===== config.mk =====
export PLATFORM = sky130hd
export DESIGN_NAME = mi4_alu
export DESIGN_NICKNAME = d
export VERILOG_FILES = /design/src/sv/mi4_pkg.sv /design/src/sv/mi4_alu.sv
export SDC_FILE = /design/constraint.sdc
export NUM_CORES = 1
export LEC_CHECK = 0
export BUFFER_PORTS_ARGS = -buffer_cell sky130_fd_sc_hd__buf_2
export CAP_MARGIN = 20
export CORE_MARGIN = 4
export CORE_UTILIZATION = 49
export DETAILED_ROUTE_END_ITERATION = 8
export GPL_TIMING_DRIVEN = 1
export PLACE_DENSITY = 0.81
export SYNTH_ARGS = -nofsm -noshare
export SYNTH_HDL_FRONTEND = slang
export SYNTH_SLANG_ARGS = --single-unit
export TNS_END_PERCENT = 10

===== constraint.sdc =====
create_clock -name vclk -period 5.37
set_clock_uncertainty 0.2 [all_clocks]
set_input_delay 0.2685 -clock vclk [all_inputs]
set_output_delay 0.2685 -clock vclk [all_outputs]
set_load 0.05 [all_outputs]

===== src/sv/mi4_pkg.sv =====
// shared types, defaults and cofactor index functions for the 4x4 matrix inverse
// depends on nothing; imported by mi4_alu and matrix_inverse_4x4
package mi4_pkg;

    localparam int DATA_WIDTH_DEF = 32;
    localparam int FRAC_BITS_DEF  = 16;

    typedef enum logic [4:0] {
        ST_IDLE,
        ST_RD_B,
        ST_RD_C,
        ST_LD_C,
        ST_MUL_BC,
        ST_RD_A,
        ST_LD_A,
        ST_MUL_A,
        ST_COF_WR,
        ST_DET_RD,
        ST_DET_LD,
        ST_DET_MUL,
        ST_DET_ABS,
        ST_DIV_RD,
        ST_DIV_LD,
        ST_DIV_RUN,
        ST_DIV_OUT
    } state_t;

    typedef enum logic {
        ALU_ADD,
        ALU_SUB
    } alu_op_t;

    typedef struct packed {
        alu_op_t op;
    } alu_ctrl_t;

    // column order of the six terms of a 3x3 determinant
    function automatic logic [1:0] perm_col(input logic [2:0] t, input logic [1:0] j);
        logic [5:0] p;
        case (t)
            3'd0:    p = {2'd2, 2'd1, 2'd0};
            3'd1:    p = {2'd1, 2'd2, 2'd0};
            3'd2:    p = {2'd2, 2'd0, 2'd1};
            3'd3:    p = {2'd0, 2'd2, 2'd1};
            3'd4:    p = {2'd1, 2'd0, 2'd2};
            3'd5:    p = {2'd0, 2'd1, 2'd2};
            default: p = {2'd2, 2'd1, 2'd0};
        endcase
        return p[2*j +: 2];
    endfunction

    // store address of operand j of term t of cofactor k (minor drops row c, column r)
    function automatic logic [3:0] cof_index(input logic [3:0] k, input logic [2:0] t,
                                             input logic [1:0] j);
        logic [1:0] sr;
        logic [1:0] sc;
        logic [1:0] pc;
        logic [1:0] row;
        logic [1:0] col;
        sr  = k[1:0];
        sc  = k[3:2];
        pc  = perm_col(t, j);
        row = (j < sr) ? j : j + 2'd1;
        col = (pc < sc) ? pc : pc + 2'd1;
        return {row, col};
    endfunction

    // term parity combined with the checkerboard sign of the cofactor
    function automatic logic term_neg(input logic [3:0] k, input logic [2:0] t);
        logic odd;
        odd = (t == 3'd1) || (t == 3'd2) || (t == 3'd5);
        return odd ^ k[0] ^ k[2];
    endfunction

endpackage


===== src/sv/mi4_alu.sv =====
// shared wide add/subtract unit used for shift-add multiply and restoring divide
// depends on mi4_pkg
module mi4_alu #(
    parameter int WIDTH = 134
) (
    input  logic [WIDTH-1:0]  a,
    input  logic [WIDTH-1:0]  b,
    input  mi4_pkg::alu_ctrl_t ctrl,
    output logic [WIDTH-1:0]  result,
    output logic              borrow
);

    import mi4_pkg::*;

    logic [WIDTH:0] full;

    always_comb
    begin
        case (ctrl.op)
            ALU_ADD: full = {1'b0, a} + {1'b0, b};
            ALU_SUB: full = {1'b0, a} - {1'b0, b};
            default: full = {1'b0, a} + {1'b0, b};
        endcase
    end

    assign result = full[WIDTH-1:0];
    assign borrow = full[WIDTH] & (ctrl.op == ALU_SUB);

endmodule


==> results_dict.tcl, run 1 <==
set metrics [dict create \
    dp_cells 3341 \
    error_line "[ERROR GRT-0116] Global routing finished with congestion. Check the congestion regions in the DRC Viewer." \
    grt_max_degree 57 \
    overflow 113 \
    yosysSeqAreaShare 0 \
    syn_nets 2373 \
    syn_inst 1968 \
    failing_step "global routing (5_1_grt)" \
    synth.avg_cell_area_um2 6.28 \
    yosys_warnings 0 \
    dp_hpwl_um 64500 \
    grt_pass1_wl_um 159000 \
    grt_pass1_vias 27200 \
    die_h_um 167 \
    ios 404 \
    gp_congestion 1.16 \
    std_cell_rows 57 \
    synth_cell_types 76 \
    synth_area_mm2 0.0124 \
    start_util 0.503 \
    status "aborted with a tool error" \
    track_usage 0.721 \
    portBuffers 404 \
    fp.dieW_um 167 \
]
-- cell usage after synthesis, types with 7 or more instances --
library cell  count  area share
and3_1           14      0.0071
nor4_1           31       0.016
nand4_1          83       0.042
clkbuf_1         81       0.025
nor3_1           60       0.024
nor2_1          217       0.066
or2_2             7      0.0035
ha_1            135        0.14
o211ai_1          7      0.0043
a21o_1           72       0.044
a21oi_1         274        0.11
a21boi_0         13      0.0079
a31oi_1          51       0.026
nor2b_1          17      0.0086
o21ai_0         124       0.050
and2_1           10      0.0051
nand2_1         174       0.053
o21a_1           27       0.016
nand2b_1         20       0.010
o41ai_1           8      0.0057
buf_2             8      0.0032
xnor2_1         198        0.14
or3_1            18      0.0091
o21bai_1         42       0.026
xor2_1           63       0.045
inv_1            68       0.021
nand3_1          26       0.011
o31ai_1          16      0.0097
a211oi_1          7      0.0043
-- repair_timing --
item	4_1_cts
resized for setup	289
setup buffers	32
pin swaps	80
hold buffers	0
setup endpoints to repair	91
-- per-stage QoR --
stage	area [um^2]	worst slack, ns	setup TNS (ns)
after detailed placement	20500	-1.61	-58.70
after global placement	20500	-1.32	-36.82
after CTS	21700	-0.686	-21.49
after floorplan	12800	-0.286	-6.79
-- kinds of logic after synthesis --
group / share of synthesized area
AND/OR/NAND/NOR: 0.282
AO/OA/AOI/OAI: 0.341
XOR/XNOR: 0.185
buffers and inverters: 0.0532
adder cells (fa/ha/maj): 0.138
multiplexers: 0.000810
-- metal layers --
layer | GRT overflow | GRT usage
met2 | 49 | 0.910
met5 | 0 | 0.172
met3 | 0 | 0.573
met4 | 62 | 0.721
met1 | 2 | 0.702
==> run 2, diff against run 1 <==
--- a/config.mk
+++ b/config.mk
@@ -8,10 +8,10 @@
 export BUFFER_PORTS_ARGS = -buffer_cell sky130_fd_sc_hd__buf_2
 export CAP_MARGIN = 20
 export CORE_MARGIN = 4
-export CORE_UTILIZATION = 49
+export CORE_UTILIZATION = 40
 export DETAILED_ROUTE_END_ITERATION = 8
 export GPL_TIMING_DRIVEN = 1
-export PLACE_DENSITY = 0.81
+export PLACE_DENSITY_LB_ADDON = 0.15
 export SYNTH_ARGS = -nofsm -noshare
 export SYNTH_HDL_FRONTEND = slang
 export SYNTH_SLANG_ARGS = --single-unit
==> constraint.sdc (replaced) <==
create_clock -name vclk -period 7
set_clock_uncertainty 0.2 [all_clocks]
set_input_delay 0.35 -clock vclk [all_inputs]
set_output_delay 0.35 -clock vclk [all_outputs]
set_load 0.05 [all_outputs]
==> results_dict.tcl, run 2 <==
set metrics [dict create \
    status "finished, final reports clean" \
    finalMaxSlewViolations 0 \
    utilization 0.502 \
    wl_per_cell_um 22.8 \
    seq_cell_count 0 \
    track_usage 0.345 \
    yosysSeqAreaShare 0 \
    fillCellCount 3307 \
    dp_hpwl_um 55600 \
    path_class "input pin to output pin" \
    power.internal_w 0.000862 \
    drt_wl_total_um 63100 \
    ios 404 \
    grt_antenna_before_repair 7 \
    grt_pass1_wl_um 92500 \
    final_common_cell "buf_2" \
    synth_most_common_cell "a21oi_1" \
    power.total_w 0.00304 \
    coreArea_mm2 0.0305 \
    maxSlewHeadroom 0.509 \
    drtAntennaViolNets 0 \
    fin_nets 2769 \
    finalSetupViolCount 0 \
    syn2layout_area_growth_pct 24.1 \
    finalHoldViolCount 0 \
    synth_cell_types 76 \
    portBuffers 404 \
    p_per_area_mw_per_mm2 198 \
    overflow 0 \
    grt_pass1_vias 16100 \
    rsz0062_at_grt "true" \
    hold_depth 4 \
    cp_max_fo 4 \
    critical_path_required_ns 6.45 \
    syn_nets 2373 \
    synth.avg_cell_area_um2 6.28 \
    vdd_ir_drop_max_uv 148 \
    comb_power_share 1.000 \
    dieArea_mm2 0.0338 \
    drive_above_1_share 0.231 \
    std_cell_rows 64 \
    drc 0 \
    seqPwrFrac 0 \
    dr_total_vias 16900 \
    pwr-share-clk 0 \
    start_util 0.405 \
    min_to "result[0]" \
    finalCritPeriodShare 0.973 \
    nClkBuffers 0 \
    power.share.switching 0.716 \
    die_h_um 184 \
    seq_area_um2 0 \
    ys_top_cells_by_area "xnor2_1 (14%), ha_1 (14%), a21oi_1 (11%)" \
    grt_max_degree 37 \
    min_period_ns 6.81 \
    worst_pin_slew_ns 0.731 \
    drtIter0Drc 1594 \
    netSwitchingPower_w 0.00218 \
    start_kind "input pin" \
    yosys_warnings 0 \
    cp.arrival_ns 6.26 \
    max_freq_mhz 147 \
    max_cap_viol_count 0 \
    dr.pass1.iters 6 \
    final_cell_mix "buf_2 (399), a21oi_1 (273), nor2_1 (216)" \
    p_leak_nw 6.84 \
    vias_per_cell 6.13 \
    min_path_type "input pin to output pin" \
    synth_area_mm2 0.0124 \
    yosysTopAreaCell "xnor2_1" \
    synth_top_cell_area_share 0.140 \
    synth_common_cells "a21oi_1 (274), nor2_1 (217), xnor2_1 (198)" \
    syn_inst 1968 \
    fp.dieW_um 184 \
    worst_setup_path_end_kind "output pin" \
    gp_congestion 1.04 \
    min_from "b[0]" \
]
[run 2: metal layers]
layer  vias to the layer above  global-route usage  part of all wire
li1                       8011                   -                 -
met1                      7900               0.448              0.41
met2                       880               0.588              0.46
met3                       129              0.0510             0.087
met4                        10               0.112             0.040
met5                         -                   0           0.00098
[run 2: metrics by stage]
stage	hold slack (ns)	setup WS, ns	setup TNS [ns]	area, um^2	std cells
after floorplan	0.781	0.530	0	12400	1968
after CTS	0.961	0.0412	0	15100	2753
after global placement	0.957	-0.534	-1.51	15100	2753
final	0.961	0.190	0	15300	2762
after detailed placement	0.959	-0.582	-1.60	15100	2753
after global routing	1.01	-0.0970	-0.286	15300	2760
[run 2: power by group through the flow]
stage / Clock (W) / Combinational (W) / Sequential, W
2_1_floorplan: 0 / 0.00213 / 0
3_3_place_gp: 0 / 0.00298 / 0
3_5_place_dp: 0 / 0.00297 / 0
4_1_cts: 0 / 0.00299 / 0
5_1_grt: 0.0000000000383 / 0.00321 / 0
6_report: 0.0000000000576 / 0.00304 / 0
[run 2: worst max-delay path: stages]
cell and delay (ns):
buf_2 0.11, or4_4 0.55, or4b_4 0.55, nor2_4 0.21
nand4_1 0.26, or3_1 0.45, nor4_4 0.24, buf_4 0.20
and2_1 0.17, nor2_1 0.12, xnor2_1 0.17, ha_1 0.31
nand4_1 0.17, or3_1 0.42, or3_1 0.37, nor3_2 0.19
a31oi_2 0.17, buf_4 0.17, o21bai_1 0.31, a31oi_1 0.18
xnor2_1 0.26, buf_2 0.32
[run 2: worst max-delay path by stage]
stage	from	end	slack (ns)	depth (start not counted)
2_1_floorplan	b[29]	result[133]	0.53	22
3_3_place_gp	b[17]	result[133]	-0.53	22
3_5_place_dp	b[17]	result[133]	-0.58	22
4_1_cts	b[17]	result[133]	0.04	22
5_1_grt	b[29]	result[132]	-0.1	25
6_report	b[17]	result[113]	0.19	22
[run 2: what timing repair did]
action,in CTS,in global routing
endpoints found under the setup margin,10,43
hold buffers,0,0
setup buffers,0,5
pin swaps,0,3
resized for setup,5,36
[run 2: logic make-up after synthesis]
kind of cell,after synthesis,synth area share
simple gates,713,0.282
buf+inv,166,0.0532
compound gates,691,0.341
xor+xnor,261,0.185
fa+ha+maj,136,0.138
mux,1,0.000810
[run 2: layout make-up]
cell class | count | area (um^2) | share of cell area
Tap cell | 396 | 495 | 0.0323
Antenna cell | 4 | 10.0 | 0.000653
Timing Repair Buffer | 492 | 2700 | 0.176
Multi-Input combinational cell | 1802 | 11900 | 0.775
Inverter | 68 | 255 | 0.0167
No activity file was read; power rests on OpenSTA's default activity.
==> run 3, diff against run 2 <==
--- a/config.mk
+++ b/config.mk
@@ -11,6 +11,7 @@
 export CORE_UTILIZATION = 40
 export DETAILED_ROUTE_END_ITERATION = 8
 export GPL_TIMING_DRIVEN = 1
+export MAX_ROUTING_LAYER = met4
 export PLACE_DENSITY_LB_ADDON = 0.15
 export SYNTH_ARGS = -nofsm -noshare
 export SYNTH_HDL_FRONTEND = slang
==> constraint.sdc (replaced) <==
create_clock -name vclk -period 8.49
set_clock_uncertainty 0.2 [all_clocks]
set_input_delay 0.4245 -clock vclk [all_inputs]
set_output_delay 0.4245 -clock vclk [all_outputs]
set_load 0.05 [all_outputs]
==> results_dict.tcl, run 3 (synthesis results as in run 2) <==
set metrics [dict create \
    dp_cells 2684 \
    start_util 0.405 \
    finalSetupViolCount 0 \
    fp.dieW_um 184 \
    grt_antenna_before_repair 6 \
    grt.busiest_layer "met2" \
    finalCritPeriodShare 0.931 \
    min_from "b[0]" \
    status "finished, final reports clean" \
    p_per_area_mw_per_mm2 169 \
    grt_pass1_vias 15800 \
    drt_wl_total_um 63500 \
    wl_per_cell_um 23.6 \
    worst_setup_path_end_kind "output pin" \
    portBuffers 404 \
    coreArea_mm2 0.0305 \
    gp_congestion 1.13 \
    cp.arrival_ns 7.28 \
    utilization 0.478 \
    power.total_w 0.00247 \
    max_freq_mhz 127 \
    drc 0 \
    fin_nets 2695 \
    critical_path_required_ns 7.87 \
    vias_per_cell 6.21 \
    die_h_um 184 \
    met2_usage 0.579 \
    p_leak_nw 6.41 \
    rsz0062_at_grt "false" \
    seq_area_um2 0 \
    syn2layout_area_growth_pct 18.1 \
    vdd_ir_drop_max_uv 115 \
    stdcell_count 2689 \
    dr.pass1.iters 6 \
    ios 404 \
    max_cap_viol_count 0 \
    met3_usage 0.0323 \
    drive_above_1_share 0.195 \
    nClkBuffers 0 \
    min_period_ns 7.90 \
    grt_max_degree 73 \
    drtAntennaViolNets 0 \
    min_path_type "input pin to output pin" \
    finalHoldViolCount 0 \
    dp_hpwl_um 56000 \
    postCtsSetupRepairBufs 0 \
    hold_buffers 0 \
    start_kind "input pin" \
    final_common_cell "buf_2" \
    path_class "input pin to output pin" \
    hold_depth 4 \
    overflow 0 \
    post_cts_resized 0 \
    min_to "result[0]" \
    finalMaxSlewViolations 0 \
    dr_total_vias 16700 \
    fin_setup_tns_ns 0 \
    cp_max_fo 7 \
    grt.met1_usage 0.475 \
    drtIter0Drc 1544 \
    track_usage 0.357 \
    std_cell_rows 64 \
    grt_pass1_wl_um 93000 \
    final_cell_mix "buf_2 (403), a21oi_1 (274), nor2_1 (217)" \
    seq_cell_count 0 \
    maxSlewHeadroom 0.283 \
    dieArea_mm2 0.0338 \
    worst_pin_slew_ns 1.06 \
]
-- run 3: cell types whose count changed in the layout (fill, tap and decap cells not counted), moves of 6 or more --
cell | before | now
nor3_2 | 6 | 0
nor4_1 | 25 | 31
buf_4 | 89 | 15
nor3_1 | 54 | 60
-- run 3: worst max-delay path, stage by stage --
cell and delay [ns]:
buf_2 0.11, or4_4 0.55, or4b_4 0.52, nor3_1 0.29, nand2b_1 0.22, nor4_1 0.30, a21oi_1 0.32, nor2_1 0.58
o21ai_1 0.33, xnor2_1 0.42, ha_1 0.38, a21o_1 0.20, a21o_1 0.17, a21oi_1 0.20, a21boi_0 0.27, o21ai_0 0.23
a21oi_1 0.25, a2bb2oi_1 0.19, o31ai_1 0.10, buf_4 0.17, a221oi_1 0.41, o21ai_0 0.18, xor2_1 0.16, buf_2 0.28
-- run 3: power breakdown --
group | switching (W) | total, W | internal, W
logic | 0.00180 | 0.00247 | 0.000669
clock network | 0 | 0.0000000000790 | 0.0000000000790
registers | 0 | 0 | 0
-- run 3: area by class of cell --
class	instances	area [um^2]
diodes	5	12.5
repair buffers	418	2130
fillers	3307	15900
well taps	396	495
inverters	68	255
multi-input cells	1802	11700
-- run 3: layer usage --
layer	share of wire	wire length [um]
met3	0.079	5020
met2	0.45	28700
met4	0.038	2390
met1	0.43	27300
met5	0	0
-- run 3: worst max-delay path by stage --
stage          startpoint          end  slack [ns]  cells past startpoint
2_1_floorplan       b[29]  result[133]        1.87                     22
3_3_place_gp        b[17]  result[133]        0.83                     24
3_5_place_dp        b[17]  result[133]        0.86                     24
4_1_cts             b[17]  result[133]        0.79                     24
5_1_grt             b[11]  result[133]        0.31                     24
6_report            b[17]  result[133]        0.59                     24
-- run 3: through the flow --
stage | worst slack (ns) | hold WS (ns) | instance area, um^2
after global placement | 0.828 | 1.10 | 14600
after CTS | 0.788 | 1.11 | 14600
final | 0.588 | 1.11 | 14600
after floorplan | 1.87 | 0.930 | 12400
after global routing | 0.313 | 1.14 | 14600
after detailed placement | 0.857 | 1.11 | 14600
==> run 4, diff against run 3 <==
==> constraint.sdc (replaced) <==
create_clock -name vclk -period 8.49
set_clock_uncertainty 0.2 [all_clocks]
set_input_delay 0.4245 -clock vclk [all_inputs]
set_output_delay 0.4245 -clock vclk [all_outputs]
set_load 0.01 [all_outputs]
==> results_dict.tcl, run 4 (synthesis results as in run 2) <==
set metrics [dict create \
    status "finished, final reports clean" \
    postCtsSetupRepairBufs 0 \
    nClkBuffers 0 \
    drive_above_1_share 0.195 \
    finalSetupViolCount 0 \
    drt_wl_total_um 62900 \
    track_usage 0.355 \
    vdd_ir_drop_max_uv 58.3 \
    dieArea_mm2 0.0338 \
    max_freq_mhz 128 \
    min_period_ns 7.81 \
    post_cts_resized 0 \
    path_class "input pin to output pin" \
    finalMaxSlewViolations 0 \
    wl_per_cell_um 23.4 \
    maxSlewHeadroom 0.272 \
    min_from "b[0]" \
    finalHoldViolCount 0 \
    min_path_type "input pin to output pin" \
    rsz0062_at_grt "false" \
    finalCritPeriodShare 0.920 \
    grt_pass1_vias 15700 \
    fin_setup_tns_ns 0 \
    drc 0 \
    coreArea_mm2 0.0305 \
    std_cell_rows 64 \
    vias_per_cell 6.19 \
    hold_buffers 0 \
    gp_congestion 1.06 \
    p_leak_nw 6.41 \
    drtAntennaViolNets 0 \
    grt_max_degree 50 \
    overflow 0 \
    holdWs_ns 1.04 \
    drtIter0Drc 1748 \
    utilization 0.478 \
    p_per_area_mw_per_mm2 123 \
    final_common_cell "buf_2" \
    cp.arrival_ns 7.19 \
    fp.dieW_um 184 \
    portBuffers 404 \
    syn2layout_area_growth_pct 18.0 \
    ios 404 \
    fin_nets 2694 \
    seq_cell_count 0 \
    worst_pin_slew_ns 1.08 \
    dr.pass1.iters 8 \
    worst_setup_path_end_kind "output pin" \
    grt_antenna_before_repair 5 \
    dp_hpwl_um 55500 \
    die_h_um 184 \
    start_kind "input pin" \
    dr_total_vias 16600 \
    min_to "result[0]" \
    final_cell_mix "buf_2 (403), a21oi_1 (274), nor2_1 (217)" \
    fillCellCount 3358 \
    hold_depth 4 \
    max_cap_viol_count 0 \
    cp_max_fo 7 \
    start_util 0.405 \
    critical_path_required_ns 7.87 \
    seq_area_um2 0 \
    grt_pass1_wl_um 92500 \
]
[run 4: area by class of cell]
cell class	instances	area (um^2)	area share
tap	396	495	0.0340
antenna	5	12.5	0.000858
timing repair buffer	417	2120	0.146
multi-input combinational	1802	11700	0.802
inverter	68	255	0.0175
[run 4: how the worst max path moves through the flow]
stage                             end  startpoint  cells after the start
after floorplan           result[133]       b[29]                     22
after global placement    result[112]       b[17]                     22
after detailed placement  result[112]       b[17]                     22
after CTS                 result[112]       b[17]                     22
after global routing      result[133]       b[11]                     24
final                     result[133]       b[15]                     24
[run 4: metal layers]
metal	global-route usage	wire (um)	up-vias
met5	-	0	-
met4	0.0964	2170	0
met3	0.0277	4640	111
met2	0.593	29400	858
met1	0.464	26700	7822
li1	-	-	7855
[run 4: through the flow]
step	cell area [um^2]	power, W	setup WS, ns	cells
floorplan	12400	0.00108	2.41	1968
global placement	14600	0.00176	0.766	2683
detailed placement	14600	0.00175	0.841	2683
CTS	14600	0.00176	0.814	2683
global route	14600	0.00191	0.371	2688
finish	14600	0.00179	0.677	2688
[run 4: power breakdown]
group / internal [W] / switching, W
combinational: 0.000666 / 0.00112
sequential: 0 / 0
clock: 0.0000000000790 / 0
[run 4: critical path: stages]
cell and delay (ns):
buf_2 0.13, or4_4 0.53, or4b_4 0.52, nor3_1 0.26
nand2b_1 0.22, nor4_1 0.33, a21oi_1 0.34, nor2_1 0.60
o21ai_1 0.39, xnor2_1 0.40, ha_1 0.38, a21o_1 0.20
a21o_1 0.17, a21oi_1 0.19, a21boi_0 0.23, o21ai_0 0.21
a21oi_1 0.25, a2bb2oi_1 0.21, o31ai_1 0.12, buf_4 0.17
a221oi_1 0.43, o21ai_0 0.17, xor2_1 0.18, buf_2 0.16
